`src/atcfr_pkg.sv`:
```
// Shared types and constants for the AT command frame receiver.
package atcfr_pkg;

    // Frame store geometry
    localparam int FRAME_DEPTH   = 64;
    localparam int ADDR_W        = $clog2(FRAME_DEPTH);
    localparam int CNT_W         = $clog2(FRAME_DEPTH + 1);

    // Fixed field widths
    localparam int LEN_W         = 7;
    localparam int POS_W         = 6;
    localparam int TOUT_W        = 16;
    localparam int TICK_W        = 17;
    localparam int CFG_IDX_W     = 1;
    localparam int CFG_DATA_W    = 16;

    // Limits and reset values
    localparam int MIN_FRAME_LEN = 3;
    localparam int MIN_DONE_LEN  = 4;    // A, T, CR, LF
    localparam logic [LEN_W-1:0]  MAX_LEN_RST = LEN_W'(64);
    localparam logic [TOUT_W-1:0] TIMEOUT_RST = TOUT_W'(1000);

    // Characters
    localparam logic [7:0] CHAR_A  = 8'h41;
    localparam logic [7:0] CHAR_T  = 8'h54;
    localparam logic [7:0] CHAR_CR = 8'h0D;
    localparam logic [7:0] CHAR_LF = 8'h0A;

    // Input command codes
    localparam logic [1:0] CMD_BYTE = 2'd0;
    localparam logic [1:0] CMD_TICK = 2'd1;
    localparam logic [1:0] CMD_EVAL = 2'd2;

    // Configuration register indexes
    localparam logic [CFG_IDX_W-1:0] REG_MAX_LEN = 1'd0;
    localparam logic [CFG_IDX_W-1:0] REG_TIMEOUT = 1'd1;

    // Result kinds
    localparam logic KIND_STATUS = 1'b0;
    localparam logic KIND_BYTE   = 1'b1;

endpackage

```
`src/at_command_frame_receiver.sv`:
```
// AT command frame receiver: frame assembly, timeout and frame release.
//
// Input channel (s_*): one transaction carries a command: a received byte,
// a timer tick, or an evaluate request. Result channel (m_*): each byte,
// tick, unused code or evaluate without a complete frame gives one status
// transaction, registered in the cycle after acceptance; these sustain one
// transaction per cycle while m_ready stays high.
// An evaluate with a complete frame streams the frame bytes instead, one per
// cycle while m_ready stays high, each passing through read issue, the frame
// store read register and the output register. The frame store is a 64 x 8
// synchronous memory read once per released byte; no new input transaction
// is taken until the last byte has left the read register.
// A stalled receiver (m_ready low) holds the output register and, through
// it, the read stage and the input side; nothing is lost or repeated.
// Configuration writes (cfg_wr_en) take effect at once and must only be
// issued while the block is idle.
// Reset (aresetn low, synchronous) empties the frame, clears the counters,
// sets max_frame_len to 64 and frame_timeout to 1000. The frame store is
// not cleared: only entries written in the current frame are ever read.
module at_command_frame_receiver
    import atcfr_pkg::*;
(
    input  logic                  aclk,
    input  logic                  aresetn,

    input  logic                  cfg_wr_en,
    input  logic [CFG_IDX_W-1:0]  cfg_addr,
    input  logic [CFG_DATA_W-1:0] cfg_wdata,

    input  logic                  s_valid,
    output logic                  s_ready,
    input  logic [1:0]            s_cmd,
    input  logic [7:0]            s_data_byte,

    output logic                  m_valid,
    input  logic                  m_ready,
    output logic                  m_kind,
    output logic [7:0]            m_frame_byte,
    output logic [POS_W-1:0]      m_byte_position,
    output logic                  m_last,
    output logic [LEN_W-1:0]      m_frame_length,
    output logic                  m_frame_ready,
    output logic                  m_dropped,
    output logic                  m_byte_taken
);

    // Configuration registers
    logic [LEN_W-1:0]  max_len_reg;
    logic [TOUT_W-1:0] timeout_reg;

    // Frame state
    logic [CNT_W-1:0]  fill_reg,  fill_next;
    logic              ready_reg, ready_next;
    logic [TICK_W-1:0] tick_reg,  tick_next;
    logic [7:0]        prev_reg,  prev_next;

    // Release sequencer
    logic              rel_active_reg, rel_active_next;
    logic [ADDR_W-1:0] rd_addr_reg,    rd_addr_next;
    logic [CNT_W-1:0]  rel_len_reg,    rel_len_next;
    logic              pend_valid_reg, pend_valid_next;
    logic [ADDR_W-1:0] pend_pos_reg;
    logic              pend_last_reg;

    // Frame store
    logic [7:0]        frame_mem [FRAME_DEPTH];
    logic [7:0]        rdata_reg;
    logic              mem_we;
    logic [ADDR_W-1:0] mem_waddr;

    // Output register
    logic              m_valid_reg, m_valid_next;
    logic              kind_reg;
    logic [7:0]        byte_reg;
    logic [POS_W-1:0]  pos_reg;
    logic              last_reg;
    logic [LEN_W-1:0]  len_reg;
    logic              rdy_reg;
    logic              drop_reg;
    logic              taken_reg;

    // Handshake and control
    logic              m_free;
    logic              pend_move;
    logic              rd_go;
    logic              rd_last;
    logic              s_accept;
    logic              start_rel;
    logic              st_dropped;
    logic              st_taken;
    logic [LEN_W-1:0]  limit;
    logic [CNT_W-1:0]  fill_inc;

    assign m_free    = !m_valid_reg || m_ready;
    assign pend_move = pend_valid_reg && m_free;
    assign s_ready   = !rel_active_reg && !pend_valid_reg && m_free;
    assign s_accept  = s_valid && s_ready;
    assign rd_go     = rel_active_reg && (!pend_valid_reg || pend_move);
    assign rd_last   = (CNT_W'(rd_addr_reg) + CNT_W'(1)) == rel_len_reg;
    assign fill_inc  = fill_reg + CNT_W'(1);

    // Length limit saturated to the usable range
    always_comb begin
        if (max_len_reg < LEN_W'(MIN_FRAME_LEN)) begin
            limit = LEN_W'(MIN_FRAME_LEN);
        end else if (max_len_reg > LEN_W'(FRAME_DEPTH)) begin
            limit = LEN_W'(FRAME_DEPTH);
        end else begin
            limit = max_len_reg;
        end
    end

    // Configuration writes
    always_ff @(posedge aclk) begin
        if (!aresetn) begin
            max_len_reg <= MAX_LEN_RST;
            timeout_reg <= TIMEOUT_RST;
        end else if (cfg_wr_en) begin
            unique case (cfg_addr)
                REG_MAX_LEN: max_len_reg <= cfg_wdata[LEN_W-1:0];
                REG_TIMEOUT: timeout_reg <= cfg_wdata[TOUT_W-1:0];
                default: ;
            endcase
        end
    end

    // Command decode and frame state update
    always_comb begin
        fill_next  = fill_reg;
        ready_next = ready_reg;
        tick_next  = tick_reg;
        prev_next  = prev_reg;
        st_dropped = 1'b0;
        st_taken   = 1'b0;
        start_rel  = 1'b0;
        mem_we     = 1'b0;
        mem_waddr  = fill_reg[ADDR_W-1:0];
        if (s_accept) begin
            unique case (s_cmd)
                CMD_BYTE: begin
                    if (!ready_reg) begin
                        if (fill_reg == '0) begin
                            if (s_data_byte == CHAR_A) begin
                                mem_we    = 1'b1;
                                prev_next = s_data_byte;
                                fill_next = fill_inc;
                                st_taken  = 1'b1;
                            end
                        end else if (fill_reg == CNT_W'(1)) begin
                            if (s_data_byte == CHAR_T) begin
                                mem_we    = 1'b1;
                                prev_next = s_data_byte;
                                fill_next = fill_inc;
                                st_taken  = 1'b1;
                            end else begin
                                fill_next  = '0;
                                tick_next  = '0;
                                st_dropped = 1'b1;
                            end
                        end else begin
                            mem_we    = 1'b1;
                            prev_next = s_data_byte;
                            fill_next = fill_inc;
                            st_taken  = 1'b1;
                            if (s_data_byte == CHAR_LF && prev_reg == CHAR_CR) begin
                                ready_next = 1'b1;
                            end else if (LEN_W'(fill_inc) >= limit) begin
                                fill_next  = '0;
                                tick_next  = '0;
                                st_dropped = 1'b1;
                            end
                        end
                    end
                end
                CMD_TICK: begin
                    if (fill_reg != '0 && !ready_reg) begin
                        if (tick_reg > TICK_W'(timeout_reg)) begin
                            fill_next  = '0;
                            tick_next  = '0;
                            st_dropped = 1'b1;
                        end else begin
                            tick_next = tick_reg + TICK_W'(1);
                        end
                    end
                end
                CMD_EVAL: begin
                    if (ready_reg) begin
                        start_rel  = 1'b1;
                        fill_next  = '0;
                        ready_next = 1'b0;
                        tick_next  = '0;
                    end
                end
                default: ;
            endcase
        end
    end

    // Release sequencer: one read per byte, read register acts as a stage
    always_comb begin
        rel_active_next = rel_active_reg;
        rd_addr_next    = rd_addr_reg;
        rel_len_next    = rel_len_reg;
        pend_valid_next = pend_valid_reg;
        if (start_rel) begin
            rel_active_next = 1'b1;
            rd_addr_next    = '0;
            rel_len_next    = fill_reg;
        end
        if (rd_go) begin
            pend_valid_next = 1'b1;
            rd_addr_next    = rd_addr_reg + ADDR_W'(1);
            if (rd_last) begin
                rel_active_next = 1'b0;
            end
        end else if (pend_move) begin
            pend_valid_next = 1'b0;
        end
    end

    always_comb begin
        m_valid_next = m_valid_reg;
        if (pend_move || (s_accept && !start_rel)) begin
            m_valid_next = 1'b1;
        end else if (m_ready) begin
            m_valid_next = 1'b0;
        end
    end

    // Control state
    always_ff @(posedge aclk) begin
        if (!aresetn) begin
            fill_reg       <= '0;
            ready_reg      <= 1'b0;
            tick_reg       <= '0;
            prev_reg       <= '0;
            rel_active_reg <= 1'b0;
            rd_addr_reg    <= '0;
            rel_len_reg    <= '0;
            pend_valid_reg <= 1'b0;
            m_valid_reg    <= 1'b0;
        end else begin
            fill_reg       <= fill_next;
            ready_reg      <= ready_next;
            tick_reg       <= tick_next;
            prev_reg       <= prev_next;
            rel_active_reg <= rel_active_next;
            rd_addr_reg    <= rd_addr_next;
            rel_len_reg    <= rel_len_next;
            pend_valid_reg <= pend_valid_next;
            m_valid_reg    <= m_valid_next;
        end
    end

    // Frame store; writes and release reads never share a cycle
    always_ff @(posedge aclk) begin
        if (mem_we) begin
            frame_mem[mem_waddr] <= s_data_byte;
        end
        if (rd_go) begin
            rdata_reg     <= frame_mem[rd_addr_reg];
            pend_pos_reg  <= rd_addr_reg;
            pend_last_reg <= rd_last;
        end
    end

    // Output payload
    always_ff @(posedge aclk) begin
        if (pend_move) begin
            kind_reg  <= KIND_BYTE;
            byte_reg  <= rdata_reg;
            pos_reg   <= POS_W'(pend_pos_reg);
            last_reg  <= pend_last_reg;
            len_reg   <= '0;
            rdy_reg   <= 1'b0;
            drop_reg  <= 1'b0;
            taken_reg <= 1'b0;
        end else if (s_accept && !start_rel) begin
            kind_reg  <= KIND_STATUS;
            byte_reg  <= '0;
            pos_reg   <= '0;
            last_reg  <= 1'b1;
            len_reg   <= LEN_W'(fill_next);
            rdy_reg   <= ready_next;
            drop_reg  <= st_dropped;
            taken_reg <= st_taken;
        end
    end

    assign m_valid         = m_valid_reg;
    assign m_kind          = kind_reg;
    assign m_frame_byte    = byte_reg;
    assign m_byte_position = pos_reg;
    assign m_last          = last_reg;
    assign m_frame_length  = len_reg;
    assign m_frame_ready   = rdy_reg;
    assign m_dropped       = drop_reg;
    assign m_byte_taken    = taken_reg;

    // Fill count never passes the store depth
    a_fill_bound: assert property (@(posedge aclk) disable iff (!aresetn)
        fill_reg <= CNT_W'(FRAME_DEPTH))
        else $error("fill count beyond frame store depth");

    // A completed frame holds at least A, T, CR, LF
    a_ready_len: assert property (@(posedge aclk) disable iff (!aresetn)
        ready_reg |-> fill_reg >= CNT_W'(MIN_DONE_LEN))
        else $error("frame marked ready with too few bytes");

    // No store write while a release is streaming
    a_no_wr_rel: assert property (@(posedge aclk) disable iff (!aresetn)
        mem_we |-> (!rel_active_reg && !pend_valid_reg))
        else $error("frame store written during release");

    // Released bytes follow each other without a gap
    a_rel_stream: assert property (@(posedge aclk) disable iff (!aresetn)
        (m_valid && m_ready && m_kind == KIND_BYTE && !m_last)
        |=> (m_valid && m_kind == KIND_BYTE))
        else $error("gap inside frame release");

endmodule

```
`config.mk`:
```
export PLATFORM = sky130hd
export DESIGN_NAME = at_command_frame_receiver
export DESIGN_NICKNAME = d
export VERILOG_FILES = /design/src/atcfr_pkg.sv /design/src/at_command_frame_receiver.sv
export SDC_FILE = /design/constraint.sdc
export NUM_CORES = 1
export LEC_CHECK = 0
export ABC_AREA = 1
export BUFFER_PORTS_ARGS = -buffer_cell sky130_fd_sc_hd__buf_2
export CAP_MARGIN = 20
export CORE_UTILIZATION = 55
export CTS_CLUSTER_SIZE = 25
export DETAILED_ROUTE_END_ITERATION = 6
export MAX_ROUTING_LAYER = met4
export PLACE_DENSITY = 0.71
export SLEW_MARGIN = 20
export SYNTH_ARGS = -nofsm -noshare
export SYNTH_HDL_FRONTEND = slang
export SYNTH_SLANG_ARGS = --single-unit
```
`constraint.sdc`:
```
create_clock -name aclk -period 6.7 [get_ports aclk]
set_input_delay 0.335 -clock aclk [delete_from_list [all_inputs] [get_ports aclk]]
set_output_delay 0.335 -clock aclk [all_outputs]
set_load 0.01 [all_outputs]
```
==> summary.txt, run 1 <==
Setup path
  – Crit end category: flop
  – CP required: 7.25 ns
  – Reg-to-reg critical path endpoint: tick_reg[10]$_SDFFE_PN0P_
  – R2R cell count: 21
  – Reg2reg start: fill_reg[0]$_SDFF_PN0_
  – Sequence of cells on the critical path: nand3_1, nor2_1, inv_1, nor2_1, inv_1, nand2_1, inv_1, ha_1, nand2_1, inv_1, nand2_1, nand2_1, nor2_1, nand2_1, nand3_2, nand2_2, nand2_2, inv_2, nand2_2, nand2_2, a21oi_1
  – Crit path max-delay cell type: nand3_1
  – Most used cell, CP: nand2_1
  – Worst reg2reg setup slack: 2.85 ns
  – Worst Path Arrival: 4.40 ns
  – Crit Path Class: reg2reg
  – CP Launch Type: flop
  – Worst-path fanout max: 12
  – Slowest Stage Delay on Critical Path: 0.83 ns

STA
  – Final worst path period need: 3.85 ns
  – Worst slew margin relative to its limit: 27.5%
  – Worst setup margin: 2.85 ns
  – Final setup fails: 0
  – Final Slew Violations: 0
  – Final Cycle Share: 57.5%
  – Maximum clock frequency: 260 MHz
  – Hold Fails Final Rpt: 0
  – Setup TNS: 0 ns
  – Clock skew: 0.0139 ns
  – Slew @ Worst Pin: 1.08 ns
  – RSZ-0062 raised after global routing: no

Floorplan
  – Core box area: 46700 µm²
  – Die width: 220 µm
  – Die Y: 220 µm
  – Row cnt: 79
  – I/O pins: 60
  – Die ar.: 48300 µm²
  – Initial core utilization: 55.9%

Route
  – WL/cell: 22.7 µm
  – Drt pass-1 iters: 6
  – Post-route ant nets: 0
  – Initial DRC count: 2175
  – Vias per std cell: 6.06
  – Post-route DRC: 0
  – WL final: 68400 µm
  – Vias: 18288

Yosys
  – Cell area after synthesis: 26100 µm²
  – Synth top area cells: edfxtp_1 (62%), o21ai_0 (6.8%), nor2_1 (6.6%), dfxtp_1 (6.4%), nand2_1 (3.4%)
  – Syn Area/Cell: 11.1 µm²
  – Syn Nets: 2398
  – Ys Warns: 0
  – Main flop type after synthesis: edfxtp_1
  – Yosys reg bits: 625
  – Synth top area share: 62.4%
  – Count of cell types in the netlist: 39
  – Sequential area share after synthesis: 68.8%
  – Synth async-reset ratio: 0%
  – Cell count after synthesis: 2338
  – EDFF count, synth: 542
  – Yosys top cell by area: edfxtp_1

Hold path
  – Hold path startpoint: cfg_wdata[14]
  – HP Class: in2reg
  – WHS Path Cells: 3
  – Hold Path End: timeout_reg[14]$_SDFFE_PN0P_

Global route
  – GRT Util Overall: 29.9%
  – Total grt overflow: 0
  – First-pass GRT wire length: 104000 µm
  – Largest net degree at the start of global routing: 112
  – Vias in the first global route: 17904
  – Initial antenna violation count: 1

Place
  – I/O Buffers: 59
  – Post-placement worst setup slack: 3.01 ns
  – GP Congestion: 0.928
  – Detailed Place HPWL: 41700 µm

Finish
  – Reg area: 17900 µm²
  – # fillers: 3712
  – Max reg flops: 512
  – Final nets: 2422
  – Layout overhead on the synthesized area: 10.8%
  – Area occupied by multi-input gates: 7120 µm²
  – Layout cell share with drive strength beyond 1: 8.83%
  – Number of diodes: 0

Clock network
  – Root Driver: clkbuf_16
  – Worst-path clk slew: 0.06 ns
  – CTS Sinks: 625
  – Cts repair resizes: 0
  – CTS buffer count: 60
  – Clock Path Buffers: 3
  – Htree depth: 2
  – CTS tree: yes
  – Worst-Skew Late Latency: 0.63 ns

Pwr
  – Clock share of power: 43.8%
  – Worst VDD drop: 0.000260 V
  – Gate power share: 2.2%
  – Sw Pwr: 1570 µW
  – Pwr dens: 272 nW/µm²
  – Flop pwr share: 54.1%
  – Pleak: 0.0102 µW
  – Net switching share of the total power: 20.0%
  – P_int: 6280 µW
  – Total power draw: 7850 µW

Flow run
  – Maxcap violations: 0

Run status
  – Outcome: completed
## cells in the final DEF, fill, tap and decap left out, drive strengths merged
master,n
a21oi,75
nor4,2
dfxtp,83
clkbuf,68
edfxtp,542
o21bai,1
nor2,463
o22ai,128
nor3b,1
xnor2,6
o221ai,1
a21boi,1
nand2,246
bufinv,9
clkinvlp,1
nand4,19
buf,77
xor2,12
o21ai,369
clkinv,32
ha,28
o211ai,23
a211oi,1
inv,126
dlygate4sd3,14
nor3,8
nand3,66
or2,9
## synth_stat cells, types with 2 or more instances
library cell    n
a21oi_1        74
o21ai_0       354
clkinv_1        2
o21ai_1        15
nor3_1          6
nor2_1        455
nand2_1       236
nor2_4          2
nor2_8          2
buf_1           5
ha_1           28
nand3_4         4
nor2_2          4
nand3_1        59
edfxtp_1      542
buf_4           2
o211ai_1       23
xnor2_1         6
inv_1         116
buf_2          27
inv_2           6
nor4_1          2
nand2_2        10
xor2_1         12
o22ai_1       128
nor3_2          2
nand4_1        19
or2_2           9
clkbuf_1       94
nand3_2         3
dfxtp_1        83
## what timing repair did
item / in CTS / in global routing
hold buffers: 14 / 0
buffers inserted: 0 / 0
setup endpoints to repair: 0 / 0
endpoints found under the hold margin: 20 / 0
## worst max-delay path, delay by kind of cell (launching register included)
family,cells,cell delay (ns)
flops,1,0.51
simple gates,14,2.40
compound gates,1,0.19
buf+inv,5,0.41
fa+ha+maj,1,0.27
## layer usage
metal	vias up	wire [µm]	global-route usage (%)
li1	8365	-	-
met1	8791	26700	37.8
met2	950	32100	47.1
met3	182	6670	6.00
met4	0	2980	12.8
met5	-	0	-
## stage by stage
stage / util [%] / hold WS [ns] / instance area, µm² / cells
2_1_floorplan: - / 0.403 / 26100 / 2338
3_3_place_gp: 57.3 / 0.434 / 26700 / 2893
3_5_place_dp: 57.3 / 0.440 / 26700 / 2893
4_1_cts: 61.9 / 0.0246 / 28900 / 3018
5_1_grt: 61.9 / 0.0652 / 28900 / 3018
6_report: 61.9 / 0.0418 / 28900 / 3018
## area by class of cell
class	instances	area share [%]
Multi-Input combinational cell	1459	24.7
Inverter	125	1.65
Tap cell	607	2.63
Clock inverter	43	1.52
Clock buffer	68	5.38
Timing Repair Buffer	91	1.99
Sequential cell	625	62.2
## worst max-delay path by stage
stage | from | depth (start not counted) | end
finish | fill_reg[0]$_SDFF_PN0_ | 21 | tick_reg[10]$_SDFFE_PN0P_
floorplan | fill_reg[0]$_SDFF_PN0_ | 19 | tick_reg[5]$_SDFFE_PN0P_
detailed placement | fill_reg[0]$_SDFF_PN0_ | 21 | tick_reg[10]$_SDFFE_PN0P_
global route | fill_reg[0]$_SDFF_PN0_ | 21 | tick_reg[0]$_SDFFE_PN0P_
CTS | fill_reg[0]$_SDFF_PN0_ | 21 | tick_reg[10]$_SDFFE_PN0P_
global placement | fill_reg[0]$_SDFF_PN0_ | 21 | tick_reg[16]$_SDFFE_PN0P_
## cell families (layout without fill, tap and decap cells)
| group | Yosys count | after routing | synth area share, % |
|---|---|---|---|
| AO/OA/AOI/OAI | 599 | 599 | 12.4 |
| flip-flops | 625 | 625 | 68.8 |
| buffers and inverters | 254 | 327 | 3.85 |
| XOR/XNOR | 18 | 18 | 0.605 |
| AND/OR/NAND/NOR | 814 | 814 | 13.0 |
| adder cells (fa/ha/maj) | 28 | 28 | 1.34 |
## power by group through the flow
| stage | combinational (µW) | clock, µW | sequential, µW |
|---|---|---|---|
| 6_report | 170 | 3430 | 4240 |
| 5_1_grt | 186 | 3600 | 4240 |
| 4_1_cts | 170 | 3470 | 4240 |
| 3_5_place_dp | 164 | 0 | 4320 |
| 3_3_place_gp | 162 | 0 | 4320 |
| 2_1_floorplan | 54.7 | 0 | 4330 |
Note: power is estimated with default switching activity, not from simulation.
==> run 2: changes to the inputs <==
Settings changed: PLACE_DENSITY 0.71 to 0.74.
Clock period 6.7 ns to 3.2 ns, I/O delays scaled along.
==> summary.txt, run 2 (same netlist as run 1, synthesis figures left out) <==
Run status
  – Outcome: completed

STA
  – Final setup fails: 0
  – Clock skew: 0.0248 ns
  – Worst slew margin relative to its limit: 39.5%
  – Final Cycle Share: 89.1%
  – Final Slew Violations: 0
  – Hold Fails Final Rpt: 0
  – Final worst path period need: 2.85 ns
  – Worst setup margin: 0.350 ns
  – Maximum clock frequency: 351 MHz
  – Setup TNS: 0 ns
  – RSZ-0062 raised after global routing: no
  – Slew @ Worst Pin: 0.906 ns

Setup path
  – CP Launch Type: flop
  – Crit end category: flop
  – Worst setup path end: tick_reg[0]$_SDFFE_PN0P_
  – Cell depth of the worst setup path: 19
  – Reg-to-reg critical path endpoint: tick_reg[0]$_SDFFE_PN0P_
  – Sequence of cells on the critical path: ha_1, nand3_1, nor2_1, xor2_1, inv_1, ha_1, nand2_1, inv_1, nand2_1, nand2_1, nor2_1, nand2_1, nand3_2, nand2_2, nand2_4, inv_2, nand2_2, nand2_2, a21oi_1
  – Most used cell, CP: nand2_1
  – CP required: 3.75 ns
  – Slowest Stage Delay on Critical Path: 0.34 ns
  – Critical path buffer and inverter count: 3
  – Crit Path Class: reg2reg
  – Delay-heaviest family, CP: simple AND/OR/NAND/NOR gates
  – R2R cell count: 19
  – CP startpoint: fill_reg[0]$_SDFF_PN0_
  – Worst-path fanout max: 12
  – Crit path max-delay cell type: dfxtp_1
  – Worst reg2reg setup slack: 0.35 ns
  – Worst Path Arrival: 3.40 ns
  – Reg2reg start: fill_reg[0]$_SDFF_PN0_

Global route
  – Largest net degree at the start of global routing: 134
  – GRT Util Overall: 28.9%
  – Vias in the first global route: 18103
  – First-pass GRT wire length: 102000 µm
  – Initial antenna violation count: 0
  – Total grt overflow: 0

Finish
  – Number of diodes: 0
  – Max reg flops: 512
  – # fillers: 3505
  – Most frequent cells in the layout: edfxtp_1 (542), nor2_1 (455), o21ai_0 (354), nand2_1 (236), o22ai_1 (128)
  – Area occupied by multi-input gates: 7130 µm²
  – Reg area: 17900 µm²
  – Layout overhead on the synthesized area: 14.6%
  – Utilization after layout: 64.0%
  – Final nets: 2535
  – Layout cell share with drive strength beyond 1: 12.7%
  – Commonest non-fill, non-tap cell in the layout: edfxtp_1

Clock network
  – CTS buffer count: 59
  – CTS tree: yes
  – Root Driver: clkbuf_16
  – Htree depth: 2
  – Worst-Skew Late Latency: 0.63 ns
  – Worst-path clk slew: 0.06 ns
  – CTS Sinks: 625
  – Clock Path Buffers: 3
  – Post-CTS Setup Repair Bufs: 0

Floorplan
  – Die Y: 220 µm
  – Die ar.: 48300 µm²
  – Core box area: 46700 µm²
  – Die width: 220 µm
  – I/O pins: 60
  – Row cnt: 79
  – Initial core utilization: 55.9%

Route
  – Post-route DRC: 0
  – Vias: 18593
  – Vias per std cell: 5.93
  – Initial DRC count: 2195
  – Post-route ant nets: 0
  – WL final: 66600 µm
  – Drt pass-1 iters: 6
  – WL/cell: 21.2 µm

Place
  – GP Congestion: 0.914
  – Post-placement worst setup slack: 0.276 ns
  – Detailed Place HPWL: 41100 µm
  – I/O Buffers: 59

Pwr
  – Pleak: 0.0108 µW
  – Pwr dens: 544 nW/µm²
  – Worst VDD drop: 0.000419 V

Flow run
  – Maxcap violations: 0

Hold path
  – HP Class: in2reg
==> run 2: per-stage QoR <==
step	total power (µW)	cells	area (µm²)	hold WS, ns
floorplan	9180	2338	26100	0.259
detailed placement	9380	2991	27600	0.390
global route	16700	3133	29900	0.0483
global placement	9360	2991	27600	0.391
CTS	16300	3133	29900	0.00123
finish	16300	3133	29900	0.0626
==> run 2: how the worst min path moves through the flow <==
stage | startpoint | endpoint | slack [ns] | depth (start not counted)
floorplan | s_data_byte[0] | frame_mem[0][0]$_DFFE_PP_ | 0.26 | 0
global placement | cfg_wdata[8] | timeout_reg[8]$_SDFFE_PN1P_ | 0.39 | 3
detailed placement | cfg_wdata[8] | timeout_reg[8]$_SDFFE_PN1P_ | 0.39 | 3
CTS | cfg_wr_en | max_len_reg[3]$_SDFFE_PN0P_ | 0.001 | 5
global route | s_data_byte[6] | frame_mem[48][6]$_DFFE_PP_ | 0.05 | 2
finish | s_data_byte[5] | frame_mem[58][5]$_DFFE_PP_ | 0.06 | 2
==> run 2: worst reg2reg max path: stages (launching register included) <==
cell and delay, ns:
dfxtp_1 0.34, ha_1 0.19, nand3_1 0.14, nor2_1 0.14, xor2_1 0.21, inv_1 0.07
ha_1 0.29, nand2_1 0.10, inv_1 0.07, nand2_1 0.07, nand2_1 0.05, nor2_1 0.08
nand2_1 0.09, nand3_2 0.08, nand2_2 0.11, nand2_4 0.17, inv_2 0.11, nand2_2 0.13
nand2_2 0.15, a21oi_1 0.18
==> run 2: power by group <==
part	internal [µW]	switching, µW	leakage [µW]
Clock	4010	3010	0.000943
Combinational	96.7	257	0.00430
Sequential	8870	11.7	0.00557
Total	13000	3280	0.0108
==> run 2: layout make-up <==
cell class	count	area share [%]
timing repair buffer	205	5.37
clock buffer	70	5.15
sequential	625	60.1
tap	607	2.54
clock inverter	42	1.37
inverter	125	1.60
multi-input combinational	1459	23.9
==> run 2: metal layers <==
layer / part of all wire, % / global-route usage (%) / wire length [µm]
met5: 0 / - / 0
met4: 3.3 / 9.59 / 2200
met1: 39 / 37.9 / 26100
met2: 48 / 46.4 / 32200
met3: 9.1 / 4.43 / 6070
==> run 2: timing repair <==
item	CTS	global route
hold buffers	30	0
endpoints found under the hold margin	46	0
gates resized for setup	0	3
setup endpoints to repair	0	9
==> run 3: changes to the inputs <==
Settings changed: PLACE_DENSITY 0.74 to 0.71.
Clock period 3.2 ns to 2.8 ns, I/O delays scaled along.
==> summary.txt, run 3 (same netlist as run 1, synthesis figures left out) <==
Run status
  – Outcome: completed

Finish
  – Max reg flops: 512
  – Layout cell share with drive strength beyond 1: 13.2%
  – Final nets: 2566
  – Commonest non-fill, non-tap cell in the layout: edfxtp_1
  – Most frequent cells in the layout: edfxtp_1 (542), nor2_1 (454), o21ai_0 (354), nand2_1 (236)
  – Layout overhead on the synthesized area: 15.5%

Setup path
  – Crit end category: flop
  – CP Launch Type: flop
  – Crit Path Class: reg2reg
  – Worst-path fanout max: 7
  – Crit path max-delay cell type: dfxtp_1
  – Sequence of cells on the critical path: ha_2, nand3_2, nor2_4, xor2_2, inv_1, ha_1, nand2_1, inv_1, nand2_1, nand2_1, nor2_1, nand2_1, nand3_2, nand2_4, nand2_4, buf_4, nor2_1, xor2_1, nor2_1
  – Worst Path Arrival: 3.08 ns
  – Delay-heaviest family, CP: simple AND/OR/NAND/NOR gates
  – CP required: 3.31 ns
  – Slowest Stage Delay on Critical Path: 0.34 ns
  – Most used cell, CP: nand2_1
  – Critical path buffer and inverter count: 3

STA
  – Setup TNS: 0 ns
  – Final hold slack: 0.0723 ns
  – Final Cycle Share: 91.9%
  – Clock skew: 0.0149 ns
  – Hold Fails Final Rpt: 0
  – Slew @ Worst Pin: 0.862 ns
  – RSZ-0062 raised after global routing: no
  – Final Slew Violations: 0
  – Maximum clock frequency: 389 MHz
  – Final setup fails: 0
  – Worst slew margin relative to its limit: 42.5%
  – Final worst path period need: 2.57 ns

Flow run
  – Maxcap violations: 0

Clock network
  – CTS Sinks: 625
  – Clock Path Buffers: 3
  – Worst-path clk slew: 0.06 ns
  – Worst-Skew Late Latency: 0.62 ns
  – CTS buffer count: 61
  – CTS tree: yes
  – Htree depth: 2
  – Root Driver: clkbuf_16

Global route
  – Met3 Usage GRT: 4.89%
  – Largest net degree at the start of global routing: 73
  – GRT busiest layer: met2
  – First-pass GRT wire length: 102000 µm
  – GR Layer Usage met1: 38.0%
  – Total grt overflow: 0
  – Vias in the first global route: 17868
  – Global Route met2 Usage: 46.1%
  – Initial antenna violation count: 1
  – GRT Util Overall: 29.0%

Place
  – I/O Buffers: 59
  – GP Congestion: 0.896
  – Detailed Place HPWL: 41800 µm

Floorplan
  – Row cnt: 79
  – I/O pins: 60
  – Die Y: 220 µm
  – Initial core utilization: 55.9%
  – Die width: 220 µm
  – Core box area: 46700 µm²
  – Die ar.: 48300 µm²

Route
  – Vias: 18539
  – Post-route DRC: 0
  – WL final: 66700 µm
  – Vias per std cell: 5.86
  – Initial DRC count: 1975
  – WL/cell: 21.1 µm
  – Post-route ant nets: 0
  – Drt pass-1 iters: 6

Pwr
  – Worst VDD drop: 0.000468 V
  – Pleak: 0.0110 µW
  – Pwr dens: 611 nW/µm²

Hold path
  – HP Class: in2reg
-- run 3: per-stage QoR --
| step | worst slack [ns] | total power (µW) | std cells | area [µm²] | utilization, % |
|---|---|---|---|---|---|
| floorplan | 0.292 | 10500 | 2338 | 26100 | - |
| global placement | 0.142 | 10700 | 3013 | 27800 | 59.5 |
| detailed placement | 0.0948 | 10700 | 3013 | 27800 | 59.5 |
| CTS | 0.0684 | 18500 | 3160 | 30000 | 64.4 |
| global route | 0.00515 | 18900 | 3163 | 30100 | 64.5 |
| finish | 0.227 | 18400 | 3163 | 30100 | 64.5 |
-- run 3: worst paths after layout --
path / cells past startpoint / to / startpoint / slack [ns]
worst max-delay path: 19 / tick_reg[5]$_SDFFE_PN0P_ / fill_reg[1]$_SDFF_PN0_ / 0.23
worst min-delay path: 3 / max_len_reg[6]$_SDFFE_PN1P_ / aresetn / 0.07
worst max register to register: 19 / tick_reg[5]$_SDFFE_PN0P_ / fill_reg[1]$_SDFF_PN0_ / 0.23
worst min register to register: 2 / m_frame_length[5]$_SDFFE_PP0P_ / m_frame_length[5]$_SDFFE_PP0P_ / 0.45
-- run 3: cell type report --
type | count | area, µm²
Inverter | 125 | 479
Clock buffer | 77 | 1640
Clock inverter | 35 | 278
Sequential cell | 625 | 17900
Tap cell | 607 | 759
Multi-Input combinational cell | 1459 | 7170
Timing Repair Buffer | 234 | 1840
Antenna cell | 1 | 2.50
Fill cell | 3556 | 16500
-- run 3: report_power, final --
part	total [µW]	leakage (µW)	switching, µW	internal (µW)
logic	418	0.00444	298	120
clock network	7840	0.000941	3360	4480
registers	10100	0.00557	13.1	10100
-- run 3: what timing repair did --
item	CTS	global route
endpoints found under the setup margin	0	16
hold buffers	35	0
setup buffers	0	2
hold endpoints to repair	59	0
gates resized for setup	0	12
-- run 3: routing by layer --
| metal | up-vias | wire length [µm] |
|---|---|---|
| met5 | - | 0 |
| met4 | 0 | 1960 |
| met3 | 137 | 5980 |
| met2 | 826 | 32100 |
| met1 | 8949 | 26600 |
| li1 | 8627 | - |
-- run 3: worst min-delay path, cell delays in order --
cell	delay, ns
buf_2	0.10
buf_4	0.25
o211ai_1	0.15
